**src/design/arw2_pkg.sv**
```systemverilog
// Shared widths, register codes and types for the ARW2 block decompressor.
package arw2_pkg;

    localparam int PIX_W   = 11;
    localparam int COL_W   = 14;
    localparam int ROW_W   = 14;
    localparam int CFG_W   = 15;
    localparam int BLK_W   = 128;
    localparam int IDX_W   = 4;
    localparam int OUT_W   = 40;
    localparam int DELTA_W = 7;
    localparam int HDR_BITS = 30;
    localparam int NUM_DELTAS = 16;

    localparam logic [IDX_W-1:0] LAST_IDX = 4'd15;
    localparam logic [PIX_W-1:0] PIX_MAX  = 11'h7FF;
    localparam logic [CFG_W-1:0] MAX_HEIGHT = 15'd16384;
    localparam logic [CFG_W-1:0] ROW_WIDTH_RESET = 15'd32;
    localparam logic [CFG_W-1:0] IMAGE_HEIGHT_RESET = 15'd1;

    typedef enum logic [0:0] {
        REG_ROW_WIDTH    = 1'b0,
        REG_IMAGE_HEIGHT = 1'b1
    } cfg_reg_t;

    // Start position of one block: first column (base plus odd pass) and row.
    typedef struct packed {
        logic [COL_W-1:0] col_start;
        logic [ROW_W-1:0] row;
    } scan_pos_t;

endpackage

```
**src/design/arw2_block_decompressor_core.sv**
```systemverilog
// Top level: block register, per-pixel decode and output register.
// Order: an accepted block request is captured in the block slot, and its pixels pass from
//   there through the output register, one per cycle when the output is taken.
// Blocks are handled one at a time by the single pixel decoder, which produces one pixel
//   per cycle from the held block when the output is taken; a new block lands on the last pixel.
// Reset (rst_n, async, active low): clears valid flags and position state,
//   row_width returns to 32 and image_height to 1.
module arw2_block_decompressor_core
    import arw2_pkg::*;
#(
    parameter int MAX_ROW_WIDTH = 16384
)
(
    input  logic             clk,
    input  logic             rst_n,
    // Block requests
    input  logic             s_tvalid,
    output logic             s_tready,
    input  logic [BLK_W-1:0] s_tdata,   // block_low [63:0], block_high [127:64]
    // Pixel results
    output logic             m_tvalid,
    input  logic             m_tready,
    output logic [OUT_W-1:0] m_tdata,   // pixel_value [10:0], pixel_column [24:11],
                                        // pixel_row [38:25], zero pad [39]
    output logic             m_tlast,   // last_of_block
    // Configuration writes
    input  logic             cfg_we,
    input  logic [0:0]       cfg_index,
    input  logic [CFG_W-1:0] cfg_data
);

    // Block slot: holds one accepted request while its pixels are walked out.
    logic             work_valid_reg;
    logic             work_valid_next;
    logic [BLK_W-1:0] blk_reg;
    logic [BLK_W-1:0] blk_next;
    scan_pos_t        start_reg;
    scan_pos_t        start_next;
    logic [IDX_W-1:0] idx_reg;
    logic [IDX_W-1:0] idx_next;

    // Output register.
    logic             out_valid_reg;
    logic             out_valid_next;
    logic [PIX_W-1:0] out_pix_reg;
    logic [PIX_W-1:0] out_pix_next;
    logic [COL_W-1:0] out_col_reg;
    logic [COL_W-1:0] out_col_next;
    logic [ROW_W-1:0] out_row_reg;
    logic [ROW_W-1:0] out_row_next;
    logic             out_last_reg;
    logic             out_last_next;

    logic             step;
    logic             work_done;
    logic             accept;
    logic [PIX_W-1:0] pix;
    scan_pos_t        cur_pos;

    // A pixel moves into the output register whenever that register is free or
    // being drained this cycle. The block slot frees up on its sixteenth pixel,
    // so a new request can land in the same cycle.
    assign step      = work_valid_reg && (!out_valid_reg || m_tready);
    assign work_done = step && (idx_reg == LAST_IDX);
    assign s_tready  = !work_valid_reg || work_done;
    assign accept    = s_tvalid && s_tready;

    arw2_scan_pos #(
        .MAX_ROW_WIDTH (MAX_ROW_WIDTH)
    ) u_scan_pos (
        .clk       (clk),
        .rst_n     (rst_n),
        .cfg_we    (cfg_we),
        .cfg_index (cfg_index),
        .cfg_data  (cfg_data),
        .advance   (accept),
        .pos       (cur_pos)
    );

    arw2_pix_decode u_pix_decode (
        .blk (blk_reg),
        .idx (idx_reg),
        .pix (pix)
    );

    always_comb
    begin
        work_valid_next = work_valid_reg;
        blk_next        = blk_reg;
        start_next      = start_reg;
        idx_next        = idx_reg;
        if (accept)
        begin
            // Capture the block together with its position, then advance the scan.
            work_valid_next = 1'b1;
            blk_next        = s_tdata;
            start_next      = cur_pos;
            idx_next        = '0;
        end
        else if (step)
        begin
            work_valid_next = !work_done;
            idx_next        = idx_reg + IDX_W'(1);
        end
    end

    always_comb
    begin
        out_valid_next = out_valid_reg;
        out_pix_next   = out_pix_reg;
        out_col_next   = out_col_reg;
        out_row_next   = out_row_reg;
        out_last_next  = out_last_reg;
        if (step)
        begin
            // Pixels of one block sit two columns apart.
            out_valid_next = 1'b1;
            out_pix_next   = pix;
            out_col_next   = start_reg.col_start + COL_W'({idx_reg, 1'b0});
            out_row_next   = start_reg.row;
            out_last_next  = (idx_reg == LAST_IDX);
        end
        else if (m_tready)
        begin
            out_valid_next = 1'b0;
        end
    end

    always_ff @(posedge clk or negedge rst_n)
    begin
        if (!rst_n)
        begin
            work_valid_reg <= 1'b0;
            idx_reg        <= '0;
            out_valid_reg  <= 1'b0;
        end
        else
        begin
            work_valid_reg <= work_valid_next;
            idx_reg        <= idx_next;
            out_valid_reg  <= out_valid_next;
        end
    end

    // Payload: no reset needed.
    always_ff @(posedge clk)
    begin
        blk_reg      <= blk_next;
        start_reg    <= start_next;
        out_pix_reg  <= out_pix_next;
        out_col_reg  <= out_col_next;
        out_row_reg  <= out_row_next;
        out_last_reg <= out_last_next;
    end

    assign m_tvalid = out_valid_reg;
    assign m_tdata  = {1'b0, out_row_reg, out_col_reg, out_pix_reg};
    assign m_tlast  = out_last_reg;

    // A new block may only replace a busy slot on that slot's final pixel.
    assert property (@(posedge clk) disable iff (!rst_n)
        (accept && work_valid_reg) |-> (step && idx_reg == LAST_IDX))
        else $error("block slot overwritten before its last pixel");

    // The sixteenth pixel of a block carries the last flag.
    assert property (@(posedge clk) disable iff (!rst_n)
        (step && idx_reg == LAST_IDX) |=> (m_tvalid && m_tlast))
        else $error("last pixel of block not flagged");

    // Within a block, each pixel lands two columns past the one before.
    assert property (@(posedge clk) disable iff (!rst_n)
        (step && idx_reg != '0) |=> (out_col_reg == $past(out_col_reg) + COL_W'(2)))
        else $error("pixel column stride broken inside block");

    // A pixel is only loaded while a block is held.
    assert property (@(posedge clk) disable iff (!rst_n)
        (m_tvalid && !$past(m_tvalid)) |-> $past(work_valid_reg))
        else $error("pixel presented without a held block");

endmodule

```
**src/design/arw2_pix_decode.sv**
```systemverilog
// Decode of one pixel of a 16-byte block from the pixel index.
module arw2_pix_decode
    import arw2_pkg::*;
(
    input  logic [BLK_W-1:0] blk,
    input  logic [IDX_W-1:0] idx,
    output logic [PIX_W-1:0] pix
);

    localparam int EXT_W = HDR_BITS + DELTA_W * NUM_DELTAS;

    logic [PIX_W-1:0]   vmax;
    logic [PIX_W-1:0]   vmin;
    logic [IDX_W-1:0]   imax;
    logic [IDX_W-1:0]   imin;
    logic [PIX_W:0]     range;
    logic               range_neg;
    logic [2:0]         shift;
    logic               skip_max;
    logic               skip_min;
    logic [IDX_W-1:0]   delta_idx;
    logic [EXT_W-1:0]   blk_ext;
    logic [DELTA_W-1:0] delta [NUM_DELTAS];
    logic [PIX_W:0]     scaled;
    logic [PIX_W:0]     sum;

    assign vmax = blk[10:0];
    assign vmin = blk[21:11];
    assign imax = blk[25:22];
    assign imin = blk[29:26];

    // Signed difference; a negative range leaves the shift at zero.
    assign range     = {1'b0, vmax} - {1'b0, vmin};
    assign range_neg = range[PIX_W];
    assign shift = range_neg ? 3'd0
                 : 3'(range[10:7] != 4'd0) + 3'(range[10:8] != 3'd0)
                 + 3'(range[10:9] != 2'd0) + 3'(range[10]);

    // Deltas skip the max and min slots; both count once when they coincide.
    assign skip_max  = imax < idx;
    assign skip_min  = (imin < idx) && (imin != imax);
    assign delta_idx = idx - IDX_W'(skip_max) - IDX_W'(skip_min);

    // Delta bits past the end of the block read as zero.
    assign blk_ext = {{(EXT_W - BLK_W){1'b0}}, blk};

    always_comb
    begin
        for (int j = 0; j < NUM_DELTAS; j++)
        begin
            delta[j] = blk_ext[HDR_BITS + DELTA_W * j +: DELTA_W];
        end
    end

    assign scaled = {{(PIX_W + 1 - DELTA_W){1'b0}}, delta[delta_idx]} << shift;
    assign sum    = scaled + {1'b0, vmin};

    always_comb
    begin
        priority if (idx == imax)
        begin
            pix = vmax;
        end
        else if (idx == imin)
        begin
            pix = vmin;
        end
        else
        begin
            pix = sum[PIX_W] ? PIX_MAX : sum[PIX_W-1:0];
        end
    end

endmodule

```
**src/design/arw2_scan_pos.sv**
```systemverilog
// Configuration registers and column/row tracking across blocks.
module arw2_scan_pos
    import arw2_pkg::*;
#(
    parameter int MAX_ROW_WIDTH = 16384
)
(
    input  logic             clk,
    input  logic             rst_n,
    input  logic             cfg_we,
    input  logic [0:0]       cfg_index,
    input  logic [CFG_W-1:0] cfg_data,
    input  logic             advance,
    output scan_pos_t        pos
);

    localparam int CB_W  = $clog2(MAX_ROW_WIDTH);
    localparam int CMP_W = ($clog2(MAX_ROW_WIDTH) + 2 > 16) ? $clog2(MAX_ROW_WIDTH) + 2 : 16;
    localparam logic [CMP_W-1:0] WIDTH_CAP  = CMP_W'(MAX_ROW_WIDTH);
    localparam logic [CMP_W-1:0] GROUP_STEP = CMP_W'(32);
    localparam logic [CMP_W-1:0] END_MARGIN = CMP_W'(30);

    logic [CFG_W-1:0] row_width_reg;
    logic [CFG_W-1:0] row_width_next;
    logic [CFG_W-1:0] image_height_reg;
    logic [CFG_W-1:0] image_height_next;
    logic [CB_W-1:0]  column_base_reg;
    logic [CB_W-1:0]  column_base_next;
    logic             odd_pass_reg;
    logic             odd_pass_next;
    logic [ROW_W-1:0] row_count_reg;
    logic [ROW_W-1:0] row_count_next;

    logic [CMP_W-1:0] width_eff;
    logic [CMP_W-1:0] next_base;
    logic             row_end;
    logic [CFG_W-1:0] height_eff;
    logic [CFG_W-1:0] row_inc;

    assign width_eff = (CMP_W'(row_width_reg) > WIDTH_CAP) ? WIDTH_CAP
                                                           : CMP_W'(row_width_reg);
    assign next_base = CMP_W'(column_base_reg) + GROUP_STEP;
    assign row_end   = (next_base + END_MARGIN) >= width_eff;

    assign height_eff = (image_height_reg > MAX_HEIGHT) ? MAX_HEIGHT : image_height_reg;
    assign row_inc    = {1'b0, row_count_reg} + CFG_W'(1);

    always_comb
    begin
        row_width_next    = row_width_reg;
        image_height_next = image_height_reg;
        if (cfg_we)
        begin
            unique case (cfg_reg_t'(cfg_index))
                REG_ROW_WIDTH:    row_width_next    = cfg_data;
                REG_IMAGE_HEIGHT: image_height_next = cfg_data;
                default:          row_width_next    = row_width_reg;
            endcase
        end
    end

    // Even pass, then odd pass, then advance the group or wrap to the next row (row zero after the last row).
    always_comb
    begin
        column_base_next = column_base_reg;
        odd_pass_next    = odd_pass_reg;
        row_count_next   = row_count_reg;
        if (advance)
        begin
            if (!odd_pass_reg)
            begin
                odd_pass_next = 1'b1;
            end
            else
            begin
                odd_pass_next = 1'b0;
                if (row_end)
                begin
                    column_base_next = '0;
                    row_count_next   = (row_inc >= height_eff) ? '0 : row_inc[ROW_W-1:0];
                end
                else
                begin
                    column_base_next = next_base[CB_W-1:0];
                end
            end
        end
    end

    always_ff @(posedge clk or negedge rst_n)
    begin
        if (!rst_n)
        begin
            row_width_reg    <= ROW_WIDTH_RESET;
            image_height_reg <= IMAGE_HEIGHT_RESET;
            column_base_reg  <= '0;
            odd_pass_reg     <= 1'b0;
            row_count_reg    <= '0;
        end
        else
        begin
            row_width_reg    <= row_width_next;
            image_height_reg <= image_height_next;
            column_base_reg  <= column_base_next;
            odd_pass_reg     <= odd_pass_next;
            row_count_reg    <= row_count_next;
        end
    end

    assign pos.col_start = COL_W'(CMP_W'(column_base_reg) + CMP_W'(odd_pass_reg));
    assign pos.row       = row_count_reg;

endmodule

```
**config.mk**
```make
export PLATFORM = sky130hd
export DESIGN_NAME = arw2_block_decompressor_core
export DESIGN_NICKNAME = d
export VERILOG_FILES = /design/src/design/arw2_pkg.sv /design/src/design/arw2_block_decompressor_core.sv /design/src/design/arw2_pix_decode.sv /design/src/design/arw2_scan_pos.sv
export SDC_FILE = /design/constraint.sdc
export NUM_CORES = 1
export LEC_CHECK = 0
export ABC_AREA = 1
export BUFFER_PORTS_ARGS = -buffer_cell sky130_fd_sc_hd__buf_2
export CAP_MARGIN = 5
export CELL_PAD_IN_SITES_DETAIL_PLACEMENT = 1
export CELL_PAD_IN_SITES_GLOBAL_PLACEMENT = 1
export CORE_ASPECT_RATIO = 0.6
export CORE_UTILIZATION = 48
export DETAILED_ROUTE_END_ITERATION = 8
export GPL_ROUTABILITY_DRIVEN = 0
export PLACE_DENSITY = 0.9
export SYNTH_ARGS = -nofsm -noshare
export SYNTH_HDL_FRONTEND = slang
export SYNTH_SLANG_ARGS = --single-unit
```
**constraint.sdc**
```tcl
create_clock -name clk -period 16.64 [get_ports clk]
set_clock_uncertainty 0.1 [all_clocks]
set_input_delay 2.496 -clock clk [delete_from_list [all_inputs] [get_ports clk]]
set_output_delay 2.496 -clock clk [all_outputs]
set_load 0.03 [all_outputs]
```
* Word-level counts from Yosys, hierarchy flattened
Cells that the tools add are included.
** Storage, ports and cells
- Output and inout port bits :: 43
- Word-level logic and storage cells :: 78
- Input port bits :: 149
- Register bits :: 261
- Memories :: 0
- Latch bits :: 0
- Bits in read-only memories :: 0
- RAM bits :: 0
** Operators by class
- Equal/unequal tests :: 4
- Reduce and logical (&&, ||, !) cells :: 18
- Div/mod/pow operators :: 0
- $add $sub $neg :: 13
- Multiplexer cells :: 18
- Bitwise operators :: 2
- $lt $le $gt $ge :: 7
- Shifts and indexed selects :: 1
- $mul :: 0
** Operator list (number)
- $mux W11 :: 3
- $gt A15 B15 Y1 const B :: 2
- $mux W15 :: 2
- $bmux W7 S4 :: 1
- $mux W14 :: 2
- $add A16 B5 Y16 const B :: 1
- $ge A16 B16 Y1 :: 1
- $add A14 B1 Y15 const B :: 1
- $add A14 B6 Y15 const B :: 1
- $ge A15 B15 Y1 :: 1
- $add A14 B1 Y14 :: 1
- $add A14 B5 Y14 :: 1
- $mux W7 :: 2
- $add A12 B11 Y12 :: 1
- $shl A7 B3 Y12 :: 1
- $sub A11 B11 Y12 :: 1
- $eq A4 B4 Y1 :: 2
- $lt A4 B4 Y1 :: 2
- $mux W4 :: 2
- $sub A4 B1 Y4 :: 2
- $add A3 B1 Y3 :: 2
- $reduce_and A2 Y1 :: 3
- $reduce_bool A2 Y1 :: 3
- $ge A5 B5 Y1 const B :: 1
- 14 further kinds :: 24

* Logic depth before layout (Yosys ltp)
- Depth after elaboration :: 12
- Depth in mapped cells :: 38
- Gate-level depth less buffers :: 38

* By module
Synthesis repeated with hierarchy kept, for this count alone.
** Second synthesis, totals
- Cell total of the unflattened synthesis :: 1350
- Area, all modules :: 13202.7 sq um
** Modules (own cells, without submodules)
- arw2_block_decompressor_core :: area each 6636.4 sq um, cells each 320, instances 1
- arw2_scan_pos :: area each 3462.1 sq um, cells each 456, instances 1
- arw2_pix_decode :: area each 3104.2 sq um, cells each 574, instances 1

* Least setup slack after synthesis
No wires, ideal clock.
- Path type :: input -> register
- Start point :: in m_tready
- End point :: reg u_scan_pos.row_count_reg[10]
- Path buffers :: 2
- Arrival time :: 5.862 ns
- Setup time :: 0.131 ns
- Slack :: 10.547 ns
- Stages :: 11
- Cells stage by stage :: inv_1 -> nand2_1 -> a21oi_2 -> nor2_4 -> inv_2 -> nor2_2 -> buf_6 -> inv_4 -> nor2_8 -> buf_4 -> o22ai_2
** Between the ends
- Cells in the longest elaborated chain, start to end :: 6
** RTL lines
- from (decl) :: line arw2_block_decompressor_core.sv:22 : input logic m_tready,
- $logic_or A1 B1 Y1 :: line arw2_block_decompressor_core.sv:63 : assign step = work_valid_reg && (!out_valid_reg || m_tready);
- $logic_and A1 B1 Y1 :: line arw2_block_decompressor_core.sv:63
- $logic_and A1 B1 Y1 :: line arw2_block_decompressor_core.sv:64 : assign work_done = step && (idx_reg == LAST_IDX);
- $logic_or A1 B1 Y1 :: line arw2_block_decompressor_core.sv:65 : assign s_tready = !work_valid_reg || work_done;
- $logic_and A1 B1 Y1 :: line arw2_block_decompressor_core.sv:66 : assign accept = s_tvalid && s_tready;
- via accept :: line arw2_block_decompressor_core.sv:56 : logic accept;
- $reduce_and A3 Y1 (no source line)
- to (signal assigned) :: line arw2_scan_pos.sv:106 : row_count_reg <= row_count_next;
- to (decl) :: line arw2_scan_pos.sv:31 : logic [ROW_W-1:0] row_count_reg;
The timed path passes the listed nets, and every way through them passes these cells.
A chain may end at the register's enable or synchronous reset.

* Final worst setup path
- Start point :: reg idx_reg[1]
- End point :: reg out_pix_reg[9] (data pin)
** Between the ends
- Cells in the longest elaborated chain, start to end :: 12
** RTL lines
- from (decl) :: line arw2_block_decompressor_core.sv:39 : logic [IDX_W-1:0] idx_reg;
- from (signal assigned) :: line arw2_block_decompressor_core.sv:140 : idx_reg <= idx_next;
- $lt A4 B4 Y1 (on tied branches) :: line arw2_pix_decode.sv:40, arw2_pix_decode.sv:41
- $sub A4 B1 Y4 or $logic_and A1 B1 Y1 (tied branches) :: line arw2_pix_decode.sv:42, arw2_pix_decode.sv:41
- $sub A4 B1 Y4 :: line arw2_pix_decode.sv:42 : assign delta_idx = idx - IDX_W'(skip_max) - IDX_W'(skip_min);
- $not A4 Y5 (implied by the code) :: line arw2_pix_decode.sv:55 : assign scaled = {{(PIX_W + 1 - DELTA_W){1'b0}}, delta[delta_idx]} << shift;
- $bmux W7 S4 :: line arw2_pix_decode.sv:55
- $mux W7 (implied by the code) (2 in a row) :: line arw2_pix_decode.sv:55
- $shl A7 B3 Y12 :: line arw2_pix_decode.sv:55
- $add A12 B11 Y12 :: line arw2_pix_decode.sv:56 : assign sum = scaled + {1'b0, vmin};
- $mux W11 :: line arw2_pix_decode.sv:70 : pix = sum[PIX_W] ? PIX_MAX : sum[PIX_W-1:0];
- $mux W11 :: line arw2_pix_decode.sv:64 : else if (idx == imin)
- $mux W11 (*) :: line arw2_pix_decode.sv:60 : priority if (idx == imax)
- via pix[9] :: line arw2_block_decompressor_core.sv:57 : logic [PIX_W-1:0] pix;
- to (signal assigned) :: line arw2_block_decompressor_core.sv:150 : out_pix_reg <= out_pix_next;
- to (decl) :: line arw2_block_decompressor_core.sv:45 : logic [PIX_W-1:0] out_pix_reg;
The timed path passes the listed nets; every way through them passes the cells marked *. The select of a mux whose other input is x is not followed.

==> results.toml <==
[logic_synthesis]
seq_area_frac_synth = 0.572
synth_common_cells = "nand2_1 (263), edfxtp_1 (193), inv_1 (135)"
avgSynthCellArea_sq_um = 10.3
synth_seq_cells = 253
synth_fa_ha_area_frac = 0.0694
synth_cell_type_count = 58
yosys.cell_count.top_type = "nand2_1"
synth_compound_area_frac = 0.0801
synth_area_sq_um = 12800
ys_warn_count = 0
yosys-top-cells-area = "edfxtp_1 (45%), dfrtp_1 (11%), nand2_1 (7.7%)"
synth_top_flop_cell = "edfxtp_1"
syn_inst = 1238
async_flop_share = 0.237
yosys.area.top_type_share = 0.454
synth_edf_count = 193
synth-xor-area-share = 0.0288
synth_top_family_by_area = "simple AND/OR/NAND/NOR gates"
synthMuxAreaShare = 0
synth_top_area_cell = "edfxtp_1"
synth-simple-area-share = 0.187

[timing]
worst_slew_margin_rel = 0.260
tightestPinTransition_ns = 1.11
fin_crit_ns = 7.14
rsz0062_at_grt = "false"
final.setup.tns_ns = 0
drv_slew = 0
fmax_mhz = 140
hold_viol = 0
min_period_over_period = 0.429
setup_violations = 0

[cts]
cts_root_buffer = "clkbuf_16"
cts_hold_buf = 0
h-tree-depth = 1
cts.clk_slew.worst_paths_ns = 0.08
cts_tree = "yes"
postCtsSetupBuffers = 0
cts_buffers = 25
cts-resized-gates = 0
clk-insertion-delay-late_ns = 0.56
clock_sinks = 253
cts.path.max_buffers = 3

[setup_path]
reg2reg_to = "out_pix_reg[9]$_DFFE_PP_"
cp.depth = 29
critPathMaxStageDelay_ns = 0.65
worst-r2r-setup-slack_ns = 9.50
r2r-start = "idx_reg[1]$_DFFE_PN0P_"
endpoint = "out_pix_reg[9]$_DFFE_PP_"
cpMostUsedCell = "nand2_1"
cp_slowest_cell = "inv_1"
worstSetupPathType = "reg2reg"
cp_max_fo = 22
start_kind = "flop"
path_delay_family = "adder cells"
cp-end-kind = "flop"
arrival_ns = 7.46
cp-startpoint = "idx_reg[1]$_DFFE_PN0P_"
r2r_cells = 29
required_ns = 16.96
critical_path_buf_inv_count = 5

[drt]
remaining_drc_errors = 0
firstDrtPassIters = 5
wl_per_cell_microns = 20.7
drt-vias-per-instance = 5.51
vias = 9920
drt.antenna.violating_nets = 0
drt_iter0_drc = 816
routed_wl_mm = 37.3

[floorplan]
floorplan.die_area_sq_um = 27300
die_w_microns = 212
core-area_sq_um = 25700
start_util = 0.497
io_pins = 192
fp.dieH_microns = 128
rows = 45

[placed_design]
dp_hpwl_mm = 27.0
port_buffers = 190

[global_route]
grt_pass1_wl_mm = 58.1
grt_pass1_vias = 10400
overflow = 0
track_usage = 0.279
grt_start_max_net_pins = 86
antenna_found_initial = 4

[hold_path]
hold_path_class = "reg2reg"

[status]
outcome = "finished, final reports clean"

[flow_run]
drv_cap = 0

[final_layout]
largest_reg_flops = 128
area_delta_synth_final_pct = 16.4
drive_gt1_frac = 0.220
final_nets = 1641
stage by stage:
stage | util | area [sq um] | hold WS, ns | std cells | setup slack, ns
final | 0.579 | 14900 | 0.322 | 1799 | 9.50
after global routing | 0.579 | 14900 | 0.322 | 1799 | 8.78
after CTS | 0.578 | 14800 | 0.320 | 1794 | 9.58
after detailed placement | 0.545 | 14000 | 0.306 | 1748 | 9.79
after global placement | 0.545 | 14000 | 0.301 | 1748 | 10.16
after floorplan | - | 12800 | 0.300 | 1239 | 10.55
final cells by class:
cell class	count	area, sq um
tap	352	440
inverter	149	562
timing repair buffer	199	1020
clock inverter	20	223
clock buffer	26	629
sequential	253	7300
antenna	5	12.5
multi-input combinational	795	4670
fill	2928	10800
cell usage in the layout, fill, tap and decap left out, drive strengths merged, types with 6 or more instances in the layout:
cell type / n
nor3: 17
inv: 150
ha: 66
nand2: 274
xnor2: 15
or2: 11
a31oi: 7
nor4: 6
xor2: 24
nand4: 14
nand3: 121
clkinvlp: 7
dfrtp: 58
a21oi: 50
o21ai: 82
nor2: 66
buf: 199
clkinv: 8
clkbuf: 26
o22ai: 13
edfxtp: 193
cell families after synthesis:
logic type / Yosys count
DFF: 253
other: 1
AOI/OAI and AO/OA: 173
buffers and inverters: 191
and+or+nand+nor: 512
xor gates and xnor gates: 39
adders and majority gates: 69
worst min path at each step:
stage / cells past startpoint / start / slack, ns / endpoint
after global placement: 0 / start_reg[0]$_DFFE_PP_ / 0.30 / out_row_reg[0]$_DFFE_PP_
after detailed placement: 0 / start_reg[6]$_DFFE_PP_ / 0.31 / out_row_reg[6]$_DFFE_PP_
after CTS: 0 / start_reg[6]$_DFFE_PP_ / 0.32 / out_row_reg[6]$_DFFE_PP_
after global routing: 0 / start_reg[6]$_DFFE_PP_ / 0.32 / out_row_reg[6]$_DFFE_PP_
after floorplan: 0 / start_reg[14]$_DFFE_PP_ / 0.30 / out_col_reg[0]$_DFFE_PP_
final: 0 / start_reg[6]$_DFFE_PP_ / 0.32 / out_row_reg[6]$_DFFE_PP_
metal layers:
metal | vias to the layer above | GRT usage | part of all wire
li1 | 4590 | - | -
met1 | 4995 | 0.394 | 0.46
met2 | 280 | 0.452 | 0.47
met3 | 55 | 0.0419 | 0.046
met4 | 0 | 0.0715 | 0.022
met5 | - | 0 | 0
Power is left out: the tool's default activity adds up to more than one toggle a clock period on the data nets, which glitch-free logic cannot reach.
